### config.mk
export PLATFORM = sky130hd
export DESIGN_NAME = min_max_tracker_normalizer
export DESIGN_NICKNAME = d
export VERILOG_FILES = /design/src/sv/mmtn_pkg.sv /design/src/sv/mmtn_front.sv /design/src/sv/mmtn_queue.sv /design/src/sv/mmtn_back.sv /design/src/sv/min_max_tracker_normalizer.sv
export VERILOG_INCLUDE_DIRS = /design/src /design/src/sv
export SDC_FILE = /design/constraint.sdc
export NUM_CORES = 2
export LEC_CHECK = 0
export BUFFER_PORTS_ARGS = -buffer_cell sky130_fd_sc_hd__buf_2
export CAP_MARGIN = 40
export CORE_MARGIN = 5
export CORE_UTILIZATION = 40
export DETAILED_ROUTE_END_ITERATION = 10
export GPL_ROUTABILITY_DRIVEN = 0
export MAX_ROUTING_LAYER = met4
export SLEW_MARGIN = 0
export SYNTH_ARGS = -nofsm -noshare
export SYNTH_HDL_FRONTEND = slang
export SYNTH_HIERARCHICAL = 1
export SYNTH_SLANG_ARGS = --single-unit
export TNS_END_PERCENT = 30
### constraint.sdc
create_clock -name clk -period 10.6 [get_ports clk]
set_input_delay 1.06 -clock clk [delete_from_list [all_inputs] [get_ports clk]]
set_output_delay 1.06 -clock clk [all_outputs]
set_load 0.005 [all_outputs]
### src/sv/assert_macros.svh
// Assertion macros used by the top level of the min/max tracker block.
`ifndef ASSERT_MACROS_SVH
`define ASSERT_MACROS_SVH

// Clocked assertion, switched off while reset is high.
`define ASSERT_CLK(lbl, prop, msg) \
  lbl: assert property (@(posedge clk) disable iff (rst) prop) else $error(msg);

// Clocked assertion that also checks across reset.
`define ASSERT_CLK_NR(lbl, prop, msg) \
  lbl: assert property (@(posedge clk) prop) else $error(msg);

`endif

### src/sv/mmtn_pkg.sv
// Types, constants and codes of the min/max tracker normalizer.
package mmtn_pkg;

  localparam int TRACKERS  = 16;
  localparam int TRK_IDX_W = (TRACKERS > 1) ? $clog2(TRACKERS) : 1;

  localparam logic signed [31:0] EMPTY_MIN = 32'sh7FFF_FFFF;
  localparam logic signed [31:0] EMPTY_MAX = 32'sh8000_0000;
  localparam logic signed [31:0] SAT_MAX   = 32'sh7FFF_FFFF;
  localparam logic signed [31:0] SAT_MIN   = 32'sh8000_0000;

  localparam logic [1:0] OP_UPDATE = 2'd0;
  localparam logic [1:0] OP_NORM   = 2'd1;
  localparam logic [1:0] OP_CLEAR  = 2'd2;

  localparam logic REG_DELTA_FLOOR = 1'b0;

  localparam int QUEUE_DEPTH = 2;
  localparam int QPTR_W      = $clog2(QUEUE_DEPTH);

  localparam int DIV_STEPS = 32;
  localparam int DIV_CNT_W = $clog2(DIV_STEPS);

  typedef struct packed {
    logic [1:0]         op;
    logic [3:0]         tracker_index;
    logic signed [31:0] sample_value;
  } sample_t;

  typedef struct packed {
    logic signed [31:0] normalized_value;
    logic signed [31:0] current_min;
    logic signed [31:0] current_max;
  } result_t;

  // Work handed from the front to the back.
  typedef struct packed {
    logic               need_div;
    logic signed [31:0] pass_value;
    logic [32:0]        numer;
    logic [31:0]        divisor;
    logic signed [31:0] cur_min;
    logic signed [31:0] cur_max;
  } job_t;

endpackage

### src/sv/mmtn_front.sv
// Front end: tracker bank, min/max update and clear, divide setup.
module mmtn_front import mmtn_pkg::*; (
  input  logic        clk,
  input  logic        rst,
  input  logic [30:0] delta_floor,
  input  logic        sample_valid,
  input  sample_t     sample,
  input  logic        q_full,
  output logic        push,
  output job_t        job
);

  logic signed [31:0] tracker_min [TRACKERS];
  logic signed [31:0] tracker_max [TRACKERS];

  logic [TRK_IDX_W-1:0] sel;
  logic                 idx_ok;
  logic signed [31:0]   lo, hi, x;
  logic signed [31:0]   min_next, max_next;
  logic [32:0]          span;
  logic                 span_pos;
  logic                 is_norm;

  assign push = sample_valid && !q_full;

  always_comb begin
    sel      = TRK_IDX_W'(sample.tracker_index);
    idx_ok   = 32'(sample.tracker_index) < TRACKERS;
    lo       = tracker_min[sel];
    hi       = tracker_max[sel];
    x        = sample.sample_value;
    min_next = lo;
    max_next = hi;
    case (sample.op)
      OP_UPDATE: begin
        if (x > hi) max_next = x;
        if (x < lo) min_next = x;
      end
      OP_CLEAR: begin
        min_next = EMPTY_MIN;
        max_next = EMPTY_MAX;
      end
      default: ;
    endcase

    span     = {hi[31], hi} - {lo[31], lo};
    span_pos = !span[32] && (span != '0);
    is_norm  = idx_ok && (sample.op == OP_NORM);

    job.need_div   = is_norm && span_pos;
    job.pass_value = (is_norm && !span_pos) ? x : '0;
    job.numer      = {x[31], x} - {lo[31], lo};
    // span is positive whenever the divisor is used, so 32 bits hold it
    job.divisor    = (span[31:0] < {1'b0, delta_floor}) ? {1'b0, delta_floor} : span[31:0];
    job.cur_min    = idx_ok ? min_next : '0;
    job.cur_max    = idx_ok ? max_next : '0;
  end

  always_ff @(posedge clk) begin
    if (rst) begin
      for (int i = 0; i < TRACKERS; i++) begin
        tracker_min[i] <= EMPTY_MIN;
        tracker_max[i] <= EMPTY_MAX;
      end
    end else if (push && idx_ok) begin
      tracker_min[sel] <= min_next;
      tracker_max[sel] <= max_next;
    end
  end

endmodule

### src/sv/mmtn_queue.sv
// Short FIFO of jobs between the front and the back.
module mmtn_queue import mmtn_pkg::*; (
  input  logic  clk,
  input  logic  rst,
  input  logic  push,
  input  job_t  push_job,
  output logic  full,
  input  logic  pop,
  output logic  q_valid,
  output job_t  pop_job
);

  job_t              entries [QUEUE_DEPTH];
  logic [QPTR_W-1:0] wr_ptr, rd_ptr;
  logic [QPTR_W:0]   count;

  assign full    = count == (QPTR_W + 1)'(QUEUE_DEPTH);
  assign q_valid = count != '0;
  assign pop_job = entries[rd_ptr];

  function automatic logic [QPTR_W-1:0] ptr_inc(input logic [QPTR_W-1:0] p);
    ptr_inc = (p == QPTR_W'(QUEUE_DEPTH - 1)) ? '0 : p + 1'b1;
  endfunction

  always_ff @(posedge clk) begin
    if (push) entries[wr_ptr] <= push_job;
  end

  always_ff @(posedge clk) begin
    if (rst) begin
      wr_ptr <= '0;
      rd_ptr <= '0;
      count  <= '0;
    end else begin
      if (push) wr_ptr <= ptr_inc(wr_ptr);
      if (pop)  rd_ptr <= ptr_inc(rd_ptr);
      case ({push, pop})
        2'b10:   count <= count + 1'b1;
        2'b01:   count <= count - 1'b1;
        default: ;
      endcase
    end
  end

endmodule

### src/sv/mmtn_back.sv
// Back end: radix-2 divider, saturation and the output register.
module mmtn_back import mmtn_pkg::*; (
  input  logic    clk,
  input  logic    rst,
  input  logic    q_valid,
  input  job_t    job,
  output logic    pop,
  output logic    result_valid,
  output result_t result,
  input  logic    result_stall
);

  localparam logic [1:0] ST_IDLE = 2'd0;
  localparam logic [1:0] ST_RUN  = 2'd1;
  localparam logic [1:0] ST_FIN  = 2'd2;

  logic [1:0]           state;
  logic [DIV_CNT_W-1:0] cnt;
  logic [31:0]          rem, dq, d;
  logic                 neg, sat;
  logic signed [31:0]   hold_min, hold_max;

  logic                 out_free;
  logic                 load;
  logic [32:0]          neg_numer;
  logic [31:0]          mag;
  logic [32:0]          trial, diff;
  logic                 ge;
  logic [31:0]          neg_dq;
  logic signed [31:0]   quot;

  assign out_free = !result_valid || !result_stall;
  assign pop      = (state == ST_IDLE) && q_valid && out_free;
  assign load     = (pop && !job.need_div) || ((state == ST_FIN) && out_free);

  always_comb begin
    neg_numer = -job.numer;
    mag       = job.numer[32] ? neg_numer[31:0] : job.numer[31:0];
    trial     = {rem, dq[31]};
    diff      = trial - {1'b0, d};
    ge        = trial >= {1'b0, d};
    neg_dq    = -dq;
    if (sat)                    quot = neg ? SAT_MIN : SAT_MAX;
    else if (!neg)              quot = dq[31] ? SAT_MAX : dq;
    else if (dq > 32'h8000_0000) quot = SAT_MIN;
    else                        quot = neg_dq;
  end

  always_ff @(posedge clk) begin
    if (rst) begin
      state        <= ST_IDLE;
      result_valid <= 1'b0;
    end else begin
      if (load) result_valid <= 1'b1;
      else if (!result_stall) result_valid <= 1'b0;
      case (state)
        ST_IDLE: begin
          if (pop) begin
            if (!job.need_div) begin
              result <= '{job.pass_value, job.cur_min, job.cur_max};
            end else begin
              d        <= job.divisor;
              neg      <= job.numer[32];
              // quotient of 2^32 or more saturates; skip those bits
              sat      <= {16'b0, mag[31:16]} >= job.divisor;
              rem      <= {16'b0, mag[31:16]};
              dq       <= {mag[15:0], 16'b0};
              cnt      <= '0;
              hold_min <= job.cur_min;
              hold_max <= job.cur_max;
              state    <= ST_RUN;
            end
          end
        end
        ST_RUN: begin
          rem <= ge ? diff[31:0] : trial[31:0];
          dq  <= {dq[30:0], ge};
          cnt <= cnt + 1'b1;
          if (cnt == DIV_CNT_W'(DIV_STEPS - 1)) state <= ST_FIN;
        end
        ST_FIN: begin
          if (out_free) begin
            result <= '{quot, hold_min, hold_max};
            state  <= ST_IDLE;
          end
        end
        default: state <= ST_IDLE;
      endcase
    end
  end

endmodule

### src/sv/min_max_tracker_normalizer.sv
// Top level of the min/max tracker normalizer: config port, front, queue, back.
//
// Sample channel (sample_valid/sample_stall/sample) carries op, tracker_index
// and sample_value; result channel (result_valid/result_stall/result) returns
// normalized_value, current_min and current_max, one result per item, in order.
// The front takes one item per cycle while the two-entry job queue has room;
// update, clear and pass-through items go through a queue entry to the result
// register once the back is idle and the output is free. A normalize with a
// positive span runs the back's radix-2 divider: a setup step, the
// shift-subtract steps and a saturation step, and the back takes no new item
// until the divider is through with it. The divider sets the sustained rate.
// delta_floor is written over the APB port at byte addresses 0-3; pready is
// always high. Reset empties all trackers (min 0x7FFFFFFF, max 0x80000000),
// clears delta_floor and drops queued items. While a valid result is stalled
// it holds; the back and then the queue fill, and sample_stall rises.
`include "assert_macros.svh"

module min_max_tracker_normalizer import mmtn_pkg::*; (
  input  logic        clk,
  input  logic        rst,
  input  logic        psel,
  input  logic        penable,
  input  logic        pwrite,
  input  logic [2:0]  paddr,
  input  logic [31:0] pwdata,
  output logic [31:0] prdata,
  output logic        pready,
  input  logic        sample_valid,
  output logic        sample_stall,
  input  sample_t     sample,
  output logic        result_valid,
  input  logic        result_stall,
  output result_t     result
);

  logic [30:0] delta_floor;
  logic        q_push, q_full, q_pop, q_valid;
  job_t        push_job, pop_job;

  assign pready = 1'b1;
  assign prdata = (paddr[2] == REG_DELTA_FLOOR) ? {1'b0, delta_floor} : '0;

  always_ff @(posedge clk) begin
    if (rst) begin
      delta_floor <= '0;
    end else if (psel && penable && pwrite && (paddr[2] == REG_DELTA_FLOOR)) begin
      delta_floor <= pwdata[30:0];
    end
  end

  assign sample_stall = q_full;

  mmtn_front u_front (
    .clk          (clk),
    .rst          (rst),
    .delta_floor  (delta_floor),
    .sample_valid (sample_valid),
    .sample       (sample),
    .q_full       (q_full),
    .push         (q_push),
    .job          (push_job)
  );

  mmtn_queue u_queue (
    .clk      (clk),
    .rst      (rst),
    .push     (q_push),
    .push_job (push_job),
    .full     (q_full),
    .pop      (q_pop),
    .q_valid  (q_valid),
    .pop_job  (pop_job)
  );

  mmtn_back u_back (
    .clk          (clk),
    .rst          (rst),
    .q_valid      (q_valid),
    .job          (pop_job),
    .pop          (q_pop),
    .result_valid (result_valid),
    .result       (result),
    .result_stall (result_stall)
  );

  `ASSERT_CLK_NR(a_reset_no_result, rst |=> !result_valid, "result valid after reset")
  `ASSERT_CLK(a_pop_needs_item, q_pop |-> q_valid, "back popped an empty queue")
  `ASSERT_CLK(a_push_has_room, q_push |-> !q_full, "front pushed into a full queue")

endmodule
==> results.sh <==
export IMPL_die_w_microns=456
export IMPL_path_common_cell="buf_4"
export IMPL_syn_num_nets=6377
export IMPL_ys_types=90
export IMPL_final_common_cell="edfxtp_1"
export IMPL_track_usage_pct=22.8
export IMPL_grt_ovfl_total=0
export IMPL_cap_violations=0
export IMPL_grt_pass1_vias=50563
export IMPL_required_ps=11170
export IMPL_grt_pass1_wl_microns=344000
export IMPL_syn_inst=6114
export IMPL_antenna_found_initial=27
export IMPL_yosysWarnings=6
export IMPL_worst_path_buf_inv=4
export IMPL_hp_class="input port to register"
export IMPL_firstDrtPassIters=6
export IMPL_rsz0062_at_grt="no"
export IMPL_cts_buffer_depth=3
export IMPL_rrSetupSlack_ps=4260
export IMPL_hold_viol=0
export IMPL_cts_sinks=1650
export IMPL_drtIter0Drc=5658
export IMPL_finalCritPeriodShare_pct=68.6
export IMPL_cts_tree="yes"
export IMPL_synth_ff_type="edfxtp_1"
export IMPL_end_kind="register"
export IMPL_insertion_delay_ps=840
export IMPL_n_fill_cell=17584
export IMPL_crit_type="input port to register"
export IMPL_path_max_fanout=60
export IMPL_detailed_place_hpwl_microns=149000
export IMPL_root_buffer="clkbuf_16"
export IMPL_drive_above_1_share_pct=19.1
export IMPL_path_clk_slew_ps=60
export IMPL_maxSlewHeadroom_pct=39.0
export IMPL_drv_slew=0
export IMPL_port_buffers=205
export IMPL_synth_top_area_share_pct=60.8
export IMPL_crit_chain="buf_8, buf_4, mux4_2, mux2i_1, nand2_1, o21ai_1, buf_4, ha_1, a21oi_1, o21ai_0, o311ai_0, nand4_1, a31o_2, a21oi_1, xnor2_1, ha_1, nand3_1, nor3_1, a211o_1, buf_4, mux2_2"
export IMPL_critPathSlowestCell="a211o_1"
export IMPL_cts_setup_buffers=0
export IMPL_max_freq_ghz=0.138
export IMPL_synth_top_cell_by_area="edfxtp_1"
export IMPL_leakage_nw=29.3
export IMPL_final_cell_mix="1611 x edfxtp_1, 943 x nand2_1, 653 x nor2_1"
export IMPL_finalSetupViolations=0
export IMPL_grt_start_max_net_pins=111
export IMPL_ys_ff_latch=1650
export IMPL_vdd_drop_max_uv=143
export IMPL_die_area_sq_um=208000
export IMPL_finClkSkew_ps=55.6
export IMPL_finalNetCount=6471
export IMPL_ctsHoldBuffers=0
export IMPL_min_period_ps=7270
export IMPL_tightest_slew_ps=915
export IMPL_drc_errors=0
export IMPL_seq_area_frac_synth_pct=61.8
export IMPL_yosys_top_cells_area="edfxtp_1 61%, mux4_2 8.2%, nand2_1 4.5%"
export IMPL_power_w=0.0171
export IMPL_die_h_microns=456
export IMPL_crit_family="compound AO/OA/AOI/OAI gates"
export IMPL_core_area_sq_um=198000
export IMPL_cellPowerDensity_nw_per_um2=191
export IMPL_htree_num_levels=4
export IMPL_start_util_pct=40.2
export IMPL_cts_resized=0
export IMPL_rows=163
export IMPL_status="completed"
export IMPL_cts_buffers=175
export IMPL_syn_avg_cell_area_sq_um=13.0
export IMPL_io_pins=211
export IMPL_worstSetupStartpointType="input port"
export IMPL_area_growth_pct=12.5
export IMPL_vias=51370
export IMPL_critPathMaxStageDelay_ps=750
export IMPL_crit_arrival_ps=7840
export IMPL_synth_edf_count=1611
export IMPL_syn_area_sq_um=79500
export IMPL_tns_ps=0
export IMPL_avgRoutedWirePerCell_microns=26.2
export IMPL_async_reset_ff_share_pct=0
export IMPL_vias_per_cell=5.70
export IMPL_ant_nets=0
export IMPL_routed_wl_microns=236000
## state kept, by name (all words and copies together), names as in the netlist, 5 cells and up, named ones only
name / cells
u_back/hold_min: 32
u_front/tracker_min: 512
u_front/tracker_max: 512
delta_floor: 31
u_back/result: 96
u_queue/entries: 324
u_back/dq: 32
u_back/cnt: 5
u_back/d: 32
u_back/rem: 32
u_back/hold_max: 32
## per-stage QoR
stage | setup WS, ps | utilization (%) | cells | hold WS (ps) | instance area (sq um)
floorplan | 1670 | - | 6114 | 457 | 79500
global placement | 2470 | 42.2 | 8649 | 476 | 83500
detailed placement | 2480 | 42.4 | 8671 | 499 | 83900
CTS | 3380 | 45.2 | 8988 | 408 | 89400
global route | 2840 | 45.3 | 9007 | 449 | 89500
finish | 3330 | 45.3 | 9010 | 485 | 89500
## cells in the mapped netlist (all sizes together) (5+ instances only)
| cell type | instances |
|---|---|
| o2111ai | 6 |
| mux4 | 291 |
| o22ai | 5 |
| edfxtp | 1611 |
| nand3b | 10 |
| and2 | 26 |
| o21a | 31 |
| a31oi | 22 |
| mux2i | 67 |
| o31a | 9 |
| or4 | 11 |
| nand3 | 160 |
| buf | 75 |
| nand2 | 943 |
| xor2 | 45 |
| o221ai | 9 |
| o311a | 33 |
| o211ai | 12 |
| or3 | 21 |
| inv | 214 |
| clkbuf | 375 |
| nor2b | 80 |
| a211oi | 27 |
| and4 | 9 |
| dfxtp | 39 |
| nor4 | 28 |
| nand2b | 105 |
| a21o | 52 |
| a21boi | 6 |
| or2 | 11 |
| a211o | 6 |
| o31ai | 24 |
| a311oi | 21 |
| o21ai | 209 |
| o21bai | 10 |
| mux2 | 221 |
| and3 | 12 |
| a21oi | 156 |
| o41ai | 7 |
| nand4b | 29 |
| nand4 | 39 |
| nor2 | 670 |
| xnor2 | 67 |
| nor3 | 73 |
| ha | 180 |
## worst register-to-register path, stage by stage (launching register included)
cell and delay (ps):
edfxtp_1 380, mux4_2 480, mux4_2 610, inv_1 230
ha_1 260, nor2b_1 150, o31a_2 320, o41ai_2 270
o21bai_1 250, a311oi_1 460, nor2_1 80, a21oi_1 180
xnor2_1 200, ha_1 360, nand4_1 110, nor2_1 130
a211oi_1 50, o21ai_0 150, a211o_1 730, buf_4 300
mux2_2 370
## final timing paths
check | to | start | cells after the start
worst max register to register | u_queue/entries[1][87] | u_front/tracker_min[12][1] | 20
worst min register to register | u_back/result[61] | u_back/hold_min[29] | 2
worst max-delay path | u_queue/entries[1][87] | sample[32] | 21
worst min-delay path | delta_floor[6] | pwdata[6] | 3
## kinds of logic after synthesis
| family | synth area share, % |
|---|---|
| compound gates | 5.69 |
| xor+xnor | 1.23 |
| fa+ha+maj | 2.91 |
| buf+inv | 3.36 |
| flops | 61.8 |
| mux | 12.6 |
| other cells | 0.00944 |
| simple gates | 12.4 |
## metal layers
layer / GRT usage [%] / wire (microns) / vias up
met5: - / 0 / -
met4: 10.8 / 11900 / 0
met3: 4.20 / 19300 / 524
met2: 36.1 / 113000 / 2304
met1: 28.5 / 91800 / 25858
li1: - / - / 22684
## layout make-up
type | count | area, sq um | share of cell area (%)
flip-flops and latches | 1650 | 49200 | 55.0
multi-input cells | 3799 | 28000 | 31.3
diodes | 22 | 55.1 | 0.0615
inverters | 215 | 807 | 0.902
well taps | 2640 | 3300 | 3.69
clock inverters | 89 | 952 | 1.06
repair buffers | 367 | 2540 | 2.84
clock buffers | 228 | 4600 | 5.14
## power by group
group / total [W] / switching (W) / leakage [nW] / internal, W
clock network: 0.00599 / 0.00259 / 2.67 / 0.00340
logic: 0.00315 / 0.00200 / 12.2 / 0.00114
registers: 0.00799 / 0.000177 / 14.4 / 0.00782
total: 0.0171 / 0.00477 / 29.3 / 0.0124
No activity file was read; power rests on OpenSTA's default activity.
